`config.mk`:
```
export PLATFORM = sky130hd
export DESIGN_NAME = spi_register_access_master_unit_flat
export DESIGN_NICKNAME = d
export VERILOG_FILES = /design/src/rtl/spirm_pkg.sv /design/src/rtl/spirm_if.sv /design/src/rtl/spirm_front.sv /design/src/rtl/spirm_queue.sv /design/src/rtl/spirm_back.sv /design/src/rtl/spi_register_access_master_unit.sv /design/src/flat_wrapper.sv
export SDC_FILE = /design/constraint.sdc
export NUM_CORES = 1
export LEC_CHECK = 0
export BUFFER_PORTS_ARGS = -buffer_cell sky130_fd_sc_hd__buf_2
export CAP_MARGIN = 20
export CORE_MARGIN = 5
export CORE_UTILIZATION = 64
export CTS_CLUSTER_SIZE = 25
export DETAILED_ROUTE_END_ITERATION = 16
export PLACE_DENSITY_LB_ADDON = 0.2
export SYNTH_ARGS = -nofsm -noshare
export SYNTH_HDL_FRONTEND = slang
export SYNTH_SLANG_ARGS = --single-unit
```
`constraint.sdc`:
```
create_clock -name clk -period 3.9 [get_ports clk]
set_clock_uncertainty 0.1 [all_clocks]
set_input_delay 0.585 -clock clk [delete_from_list [all_inputs] [get_ports clk]]
set_output_delay 0.585 -clock clk [all_outputs]
set_load 0.005 [all_outputs]
```
`src/rtl/spirm_pkg.sv`:
```
package spirm_pkg;

  localparam int QUEUE_DEPTH_DEFAULT = 2;

  localparam logic [1:0] CMD_TICK  = 2'd0;
  localparam logic [1:0] CMD_START = 2'd1;
  localparam logic [1:0] CMD_LOAD  = 2'd2;

  localparam logic [7:0] SHIFT_IDLE = 8'hFF;
  localparam logic [2:0] LAST_BIT   = 3'd7;

  // Request payload as seen on the input channel
  typedef struct packed {
    logic [1:0] cmd;
    logic       is_write;
    logic [6:0] address;
    logic [7:0] byte_count;
    logic [7:0] write_byte;
    logic       miso;
  } req_t;

  // Result payload as seen on the output channel
  typedef struct packed {
    logic       sck;
    logic       mosi;
    logic       cs_n;
    logic [7:0] read_byte;
    logic       read_valid;
    logic       last_byte;
    logic       want_byte;
    logic       busy_res;
    logic       start_error;
  } rsp_t;

  // Classified operation handed from front to back
  typedef enum logic [2:0] {
    OP_TICK,
    OP_START,
    OP_START_BAD,
    OP_LOAD,
    OP_NOP
  } op_t;

  typedef struct packed {
    op_t        op;
    logic       is_write;
    logic [7:0] addr_byte;
    logic [7:0] byte_count;
    logic [7:0] write_byte;
    logic       miso;
  } item_t;

endpackage

```
`src/rtl/spirm_if.sv`:
```
interface spirm_req_if import spirm_pkg::*; ();
  logic valid;
  logic ready;
  req_t payload;

  modport source (output valid, output payload, input ready);
  modport sink   (input valid, input payload, output ready);
endinterface

interface spirm_rsp_if import spirm_pkg::*; ();
  logic valid;
  logic ready;
  rsp_t payload;

  modport source (output valid, output payload, input ready);
  modport sink   (input valid, input payload, output ready);
endinterface

```
`src/rtl/spirm_front.sv`:
```
module spirm_front import spirm_pkg::*; (
  spirm_req_if.sink req,
  input  logic      full,
  output logic      push,
  output item_t     item
);

  assign req.ready = !full;
  assign push      = req.valid && !full;

  // Decode the command and flag zero-length starts up front
  always_comb begin
    item.is_write   = req.payload.is_write;
    item.addr_byte  = {req.payload.is_write, req.payload.address};
    item.byte_count = req.payload.byte_count;
    item.write_byte = req.payload.write_byte;
    item.miso       = req.payload.miso;
    unique case (req.payload.cmd)
      CMD_TICK:  item.op = OP_TICK;
      CMD_START: item.op = (req.payload.byte_count == 8'd0) ? OP_START_BAD : OP_START;
      CMD_LOAD:  item.op = OP_LOAD;
      default:   item.op = OP_NOP;
    endcase
  end

endmodule

```
`src/rtl/spirm_queue.sv`:
```
module spirm_queue import spirm_pkg::*; #(
  parameter int DEPTH = QUEUE_DEPTH_DEFAULT
) (
  input  logic  clk,
  input  logic  rst,
  input  logic  push,
  input  item_t push_item,
  input  logic  pop,
  output item_t head,
  output logic  not_empty,
  output logic  full
);

  localparam int PTR_W = (DEPTH > 1) ? $clog2(DEPTH) : 1;
  localparam int CNT_W = $clog2(DEPTH + 1);
  localparam logic [PTR_W-1:0] PTR_LAST = PTR_W'(DEPTH - 1);
  localparam logic [CNT_W-1:0] CNT_FULL = CNT_W'(DEPTH);

  item_t            slots [DEPTH];
  logic [PTR_W-1:0] wr_ptr;
  logic [PTR_W-1:0] rd_ptr;
  logic [CNT_W-1:0] count;

  assign head      = slots[rd_ptr];
  assign not_empty = (count != '0);
  assign full      = (count == CNT_FULL);

  always_ff @(posedge clk) begin
    if (rst) begin
      wr_ptr <= '0;
      rd_ptr <= '0;
      count  <= '0;
    end else begin
      if (push) begin
        wr_ptr <= (wr_ptr == PTR_LAST) ? '0 : wr_ptr + 1'b1;
      end
      if (pop) begin
        rd_ptr <= (rd_ptr == PTR_LAST) ? '0 : rd_ptr + 1'b1;
      end
      if (push && !pop) begin
        count <= count + 1'b1;
      end else if (pop && !push) begin
        count <= count - 1'b1;
      end
    end
  end

  always_ff @(posedge clk) begin
    if (push) begin
      slots[wr_ptr] <= push_item;
    end
  end

endmodule

```
`src/rtl/spirm_back.sv`:
```
module spirm_back import spirm_pkg::*; (
  input  logic        clk,
  input  logic        rst,
  input  item_t       item,
  input  logic        item_valid,
  output logic        pop,
  spirm_rsp_if.source rsp
);

  logic       active,          active_next;
  logic       write_mode,      write_mode_next;
  logic       half_phase,      half_phase_next;
  logic [2:0] bit_counter,     bit_counter_next;
  logic [7:0] bytes_left,      bytes_left_next;
  logic       in_addr_byte,    in_addr_byte_next;
  logic [7:0] out_shift,       out_shift_next;
  logic [7:0] in_shift,        in_shift_next;
  logic       held_valid,      held_valid_next;
  logic [7:0] bytes_dec;
  logic       waiting;
  logic       waiting_next;
  rsp_t       result;
  logic       out_valid;
  rsp_t       out_data;

  assign pop       = item_valid && (!out_valid || rsp.ready);
  assign rsp.valid = out_valid;
  assign rsp.payload = out_data;

  assign bytes_dec = bytes_left - 8'd1;
  assign waiting   = active && write_mode && !in_addr_byte && !held_valid;

  always_comb begin
    active_next       = active;
    write_mode_next   = write_mode;
    half_phase_next   = half_phase;
    bit_counter_next  = bit_counter;
    bytes_left_next   = bytes_left;
    in_addr_byte_next = in_addr_byte;
    out_shift_next    = out_shift;
    in_shift_next     = in_shift;
    held_valid_next   = held_valid;
    result            = '0;

    unique case (item.op)
      OP_START: begin
        if (active) begin
          result.start_error = 1'b1;
        end else begin
          active_next       = 1'b1;
          write_mode_next   = item.is_write;
          half_phase_next   = 1'b0;
          bit_counter_next  = '0;
          bytes_left_next   = item.byte_count;
          in_addr_byte_next = 1'b1;
          out_shift_next    = item.addr_byte;
          in_shift_next     = '0;
          held_valid_next   = 1'b0;
        end
      end
      OP_START_BAD: begin
        result.start_error = 1'b1;
      end
      OP_LOAD: begin
        if (waiting) begin
          held_valid_next = 1'b1;
          out_shift_next  = item.write_byte;
        end
      end
      OP_TICK: begin
        if (active && !waiting) begin
          if (!half_phase) begin
            // rising half: sample miso
            half_phase_next = 1'b1;
            in_shift_next   = {in_shift[6:0], item.miso};
          end else begin
            // falling half: advance mosi, close the byte on its last bit
            half_phase_next  = 1'b0;
            out_shift_next   = {out_shift[6:0], 1'b1};
            bit_counter_next = bit_counter + 3'd1;
            if (bit_counter == LAST_BIT) begin
              if (in_addr_byte) begin
                in_addr_byte_next = 1'b0;
                if (!write_mode) begin
                  out_shift_next = SHIFT_IDLE;
                end
              end else begin
                bytes_left_next = bytes_dec;
                if (write_mode) begin
                  held_valid_next = 1'b0;
                end else begin
                  result.read_byte  = in_shift;
                  result.read_valid = 1'b1;
                  result.last_byte  = (bytes_dec == 8'd0);
                end
                if (bytes_dec == 8'd0) begin
                  active_next    = 1'b0;
                  out_shift_next = SHIFT_IDLE;
                end
              end
            end
          end
        end
      end
      default: ;
    endcase

    waiting_next = active_next && write_mode_next && !in_addr_byte_next && !held_valid_next;

    result.sck       = active_next && half_phase_next;
    result.mosi      = active_next ? out_shift_next[7] : 1'b1;
    result.cs_n      = !active_next;
    result.want_byte = waiting_next;
    result.busy_res  = active_next;
  end

  always_ff @(posedge clk) begin
    if (rst) begin
      active       <= 1'b0;
      write_mode   <= 1'b0;
      half_phase   <= 1'b0;
      bit_counter  <= '0;
      bytes_left   <= '0;
      in_addr_byte <= 1'b0;
      out_shift    <= SHIFT_IDLE;
      in_shift     <= '0;
      held_valid   <= 1'b0;
      out_valid    <= 1'b0;
    end else begin
      if (pop) begin
        active       <= active_next;
        write_mode   <= write_mode_next;
        half_phase   <= half_phase_next;
        bit_counter  <= bit_counter_next;
        bytes_left   <= bytes_left_next;
        in_addr_byte <= in_addr_byte_next;
        out_shift    <= out_shift_next;
        in_shift     <= in_shift_next;
        held_valid   <= held_valid_next;
        out_valid    <= 1'b1;
      end else if (rsp.ready) begin
        out_valid <= 1'b0;
      end
    end
  end

  always_ff @(posedge clk) begin
    if (pop) begin
      out_data <= result;
    end
  end

endmodule

```
`src/rtl/spi_register_access_master_unit.sv`:
```
// SPI mode-0 register access master, MSB first.
//
// Input channel (req): one transfer per command. A tick advances the serial
// engine by one half bit period, a start opens a read or write transaction
// (address byte, then byte_count data bytes), a load supplies the next write
// byte while want_byte is set. Rejected starts (busy or zero count) return
// start_error and leave the engine untouched.
// Output channel (rsp): exactly one transfer per accepted command, carrying
// the pin levels (sck, mosi, cs_n) after that command, any completed read
// byte with its last-byte mark, and the status flags.
//
// Flow: a command is decoded and parked in a small queue on the edge it
// is accepted, then executed by the engine, which also loads its result
// into the output register to be offered on rsp.
// Throughput: one command per cycle while rsp does not stall.
// If rsp stalls, the engine holds and the queue absorbs up to QUEUE_DEPTH
// commands before req.ready drops; nothing is lost or repeated.
// Reset (synchronous, active high) empties the queue and output register
// and returns the engine to idle: cs_n high, sck low, mosi high.
module spi_register_access_master_unit import spirm_pkg::*; #(
  parameter int QUEUE_DEPTH = QUEUE_DEPTH_DEFAULT
) (
  input logic         clk,
  input logic         rst,
  spirm_req_if.sink   req,
  spirm_rsp_if.source rsp
);

  item_t front_item;
  item_t queue_head;
  logic  push;
  logic  pop;
  logic  queue_full;
  logic  queue_not_empty;

  // Front: accept and classify commands
  spirm_front u_front (
    .req  (req),
    .full (queue_full),
    .push (push),
    .item (front_item)
  );

  // Decouple decode from execution so each side stalls on its own
  spirm_queue #(
    .DEPTH (QUEUE_DEPTH)
  ) u_queue (
    .clk       (clk),
    .rst       (rst),
    .push      (push),
    .push_item (front_item),
    .pop       (pop),
    .head      (queue_head),
    .not_empty (queue_not_empty),
    .full      (queue_full)
  );

  // Back: serial engine and registered result
  spirm_back u_back (
    .clk        (clk),
    .rst        (rst),
    .item       (queue_head),
    .item_valid (queue_not_empty),
    .pop        (pop),
    .rsp        (rsp)
  );

endmodule
```
`src/flat_wrapper.sv`:
```
// flat-port wrapper written by rule: the top's interface ports become plain ports
module spi_register_access_master_unit_flat import spirm_pkg::*;
#(
  parameter int QUEUE_DEPTH = QUEUE_DEPTH_DEFAULT
)
  (clk, rst, req_valid, req_payload, req_ready, rsp_valid, rsp_payload, rsp_ready);
  spirm_req_if req_i ();
  spirm_rsp_if rsp_i ();
  input logic clk;
  input logic rst;
  input wire logic [$bits(req_i.valid)-1:0] req_valid;
  input wire logic [$bits(req_i.payload)-1:0] req_payload;
  output wire logic [$bits(req_i.ready)-1:0] req_ready;
  output wire logic [$bits(rsp_i.valid)-1:0] rsp_valid;
  output wire logic [$bits(rsp_i.payload)-1:0] rsp_payload;
  input wire logic [$bits(rsp_i.ready)-1:0] rsp_ready;
  assign req_i.valid = req_valid;
  assign req_i.payload = req_payload;
  assign req_ready = req_i.ready;
  assign rsp_valid = rsp_i.valid;
  assign rsp_payload = rsp_i.payload;
  assign rsp_i.ready = rsp_ready;
  spi_register_access_master_unit #(.QUEUE_DEPTH(QUEUE_DEPTH)) u_core (.clk(clk), .rst(rst), .req(req_i), .rsp(rsp_i));
endmodule
```
==> flow_metrics.env <==
export IMPL_cts_resized_gates=0
export IMPL_path_cells="nor4b_1 > nor2_1 > buf_4 > o221ai_1 > a21oi_1 > o221a_2"
export IMPL_drt_first_pass_iters=5
export IMPL_grt_pass1_vias=3779
export IMPL_num_fill_cells=620
export IMPL_insertedDiodeCount=0
export IMPL_fin_crit_ns=2.79
export IMPL_clock_path_buffers=2
export IMPL_critical_path_max_fanout=20
export IMPL_numCtsBuffers=9
export IMPL_synthFlopType="edfxtp_1"
export IMPL_reg2reg_depth=6
export IMPL_synth_seq_cells=110
export IMPL_reg2reg_to="u_core.u_back.bytes_left[0]"
export IMPL_slew_viol_final=0
export IMPL_finalSetupViolCount=0
export IMPL_cpPeakStageDelay_ns=0.74
export IMPL_layout_drive_gt1_share=0.178
export IMPL_relSlewSlack=0.249
export IMPL_drt_wl_total_mm=11.5
export IMPL_postCtsSetupBuffers=0
export IMPL_synthCells=498
export IMPL_synth_top_cell_by_area="edfxtp_1"
export IMPL_worstSkewPairLatency_ns=0.37
export IMPL_critPathKind="reg -> reg"
export IMPL_cp_required_ns=4.06
export IMPL_yosysSeqAreaShare=0.539
export IMPL_vias=4111
export IMPL_r2r_slack_ns=1.11
export IMPL_grtUsageMet3=0.0491
export IMPL_synth_edff_count=72
export IMPL_io_pins=49
export IMPL_core_area_sq_um=8260
export IMPL_antenna_found_initial=0
export IMPL_p_leak_nw=2.06
export IMPL_finalSetupTns_ns=0
export IMPL_finalHoldViolCount=0
export IMPL_cts_max_level=3
export IMPL_grt_use_met1=0.334
export IMPL_grt_max_degree=38
export IMPL_initial_core_util=0.657
export IMPL_die_area_sq_um=10400
export IMPL_cp_endpoint="u_core.u_back.bytes_left[0]"
export IMPL_fmax_ghz=0.358
export IMPL_grt_busiest_layer="met2"
export IMPL_synth_top_area_share=0.399
export IMPL_nets=570
export IMPL_tightest_slew_ns=1.11
export IMPL_setup_worst_path_end_class="register"
export IMPL_cp_start_kind="register"
export IMPL_syn_cell_area_sq_um=5420
export IMPL_rows=33
export IMPL_fin_crit_sh=0.717
export IMPL_grt_pass1_wl_mm=18.8
export IMPL_place_worst_setup_slack_ns=1.20
export IMPL_syn_nets=535
export IMPL_peakVddDrop_mv=0.398
export IMPL_met2_usage=0.356
export IMPL_via_per_inst=6.39
export IMPL_clock_root_buffer="clkbuf_8"
export IMPL_gr_usage_all_layers=0.231
export IMPL_wl_per_cell_um=17.9
export IMPL_synth_area_per_cell_sq_um=10.9
export IMPL_area_growth_syn_to_layout_pct=8.58
export IMPL_drtIter0Drc=403
export IMPL_die_h_um=102
export IMPL_drv_cap=0
export IMPL_place_hpwl_mm=7.96
export IMPL_overflow=0
export IMPL_dieWidth_um=102
export IMPL_ys_types=66
export IMPL_crit_slowest_cell="o221ai_1"
export IMPL_place_congestion=0.958
export IMPL_rsz0062_at_grt="no"
export IMPL_port_buffers=48
export IMPL_hp_class="in -> reg"
export IMPL_layout_commonest_cell="edfxtp_1"
export IMPL_cts_hold_buf=0
export IMPL_fin_ws_ns=1.11
export IMPL_cp_arrival_ns=2.96
export IMPL_synthTopCellsByArea="edfxtp_1 40%, dfxtp_1 14%, mux2i_1 4.1%"
export IMPL_ant_nets=0
export IMPL_async_flop_share=0
export IMPL_clock_sinks=110
export IMPL_drc_errors=0
export IMPL_tritoncts="done"
export IMPL_yosys_warnings=0
export IMPL_layout_common_cells="72 x edfxtp_1, 48 x buf_2, 37 x dfxtp_1"
export IMPL_clk_pin_slew_ns=0.11
export IMPL_powerDensity_nw_per_um2=591
export IMPL_status="finished clean"
logic make-up (layout without fill, tap and decap cells):
logic type / Yosys count / in the layout / synth area share
simple gates: 182 / 182 / 0.184
compound gates: 121 / 121 / 0.158
flops: 110 / 110 / 0.539
buf+inv: 42 / 82 / 0.0348
mux: 33 / 33 / 0.0634
fa+ha+maj: 6 / 6 / 0.0138
xor+xnor: 4 / 4 / 0.00646
worst min path at each step:
stage	from	end	slack [ns]	cells after the start
final	req_payload[6]	u_core.u_queue.slots[0][6]	0.30	1
after global routing	req_payload[6]	u_core.u_queue.slots[1][6]	0.28	1
after CTS	req_payload[7]	u_core.u_queue.slots[0][7]	0.29	1
after detailed placement	u_core.u_back.in_shift[7]	u_core.u_back.in_shift[7]	0.35	2
after global placement	u_core.u_back.in_shift[7]	u_core.u_back.in_shift[7]	0.33	2
after floorplan	u_core.u_back.in_shift[7]	u_core.u_back.in_shift[7]	0.33	2
routing by layer:
layer  share of wire  routed length [um]
met5               0                   0
met4           0.021                 240
met3           0.089                1020
met2            0.45                5190
met1            0.44                5040
metrics by stage:
stage | power, mW | cell area (sq um) | cells | hold WS, ns | util
4_1_cts | 3.47 | 5890 | 643 | 0.291 | 0.713
2_1_floorplan | 2.52 | 5420 | 498 | 0.327 | -
6_report | 3.48 | 5890 | 643 | 0.299 | 0.713
3_3_place_gp | 2.80 | 5710 | 627 | 0.334 | 0.691
5_1_grt | 3.69 | 5890 | 643 | 0.279 | 0.713
3_5_place_dp | 2.84 | 5710 | 627 | 0.352 | 0.691
sequential cells by signal, summed over array words and instances (netlist names), named ones only:
signal / flops
u_core.u_queue.slots: 56
u_core.u_back.rsp.payload: 16
u_core.u_back.bytes_left: 8
u_core.u_back.in_shift: 8
u_core.u_back.out_shift: 8
u_core.u_back.bit_counter: 3
u_core.u_queue.count: 2
u_core.u_back.active: 1
u_core.u_back.half_phase: 1
u_core.u_back.held_valid: 1
u_core.u_back.in_addr_byte: 1
u_core.u_back.rsp.valid: 1
u_core.u_back.write_mode: 1
u_core.u_queue.rd_ptr: 1
u_core.u_queue.wr_ptr: 1
power by group:
| part | total, mW | internal (mW) | switching [mW] | leakage, nW |
|---|---|---|---|---|
| Combinational | 1.18 | 0.458 | 0.718 | 0.982 |
| Clock | 0.647 | 0.244 | 0.402 | 0.0894 |
| Sequential | 1.66 | 1.51 | 0.151 | 0.988 |
Yosys cell counts, types with 3 or more instances:
library cell,instances
and3_1,5
dfxtp_1,38
mux2_2,11
ha_1,6
buf_2,13
o21ai_0,22
a21oi_1,27
nor3b_1,8
a2111o_1,6
and4b_1,3
xor2_1,3
edfxtp_1,72
nor2_1,36
clkbuf_1,14
mux2i_1,22
o22ai_1,3
inv_1,8
o211ai_1,8
nand3_1,16
nand4_1,10
nor4_1,6
o2bb2ai_1,6
a31oi_1,6
a211o_1,3
nor3_1,18
or3_1,5
and2_1,12
nand2b_1,15
a211oi_1,12
nand2_1,30
o32ai_1,5
layout make-up:
cell class / count / area, sq um / share of cell area
well taps: 105 / 131 / 0.0223
multi-input cells: 346 / 2310 / 0.393
clock inverters: 6 / 53.8 / 0.00914
flip-flops and latches: 110 / 2920 / 0.496
clock buffers: 10 / 128 / 0.0217
repair buffers: 56 / 300 / 0.0510
inverters: 10 / 37.5 / 0.00637
worst max-delay path, delay by kind of cell (launching register included):
kind                   cells  cell delay, ns
AO/OA/AOI/OAI              3            1.13
buffers and inverters      1            0.23
flip-flops                 1            0.58
AND/OR/NAND/NOR            2            0.63
Power figures use the tool's default switching activity.
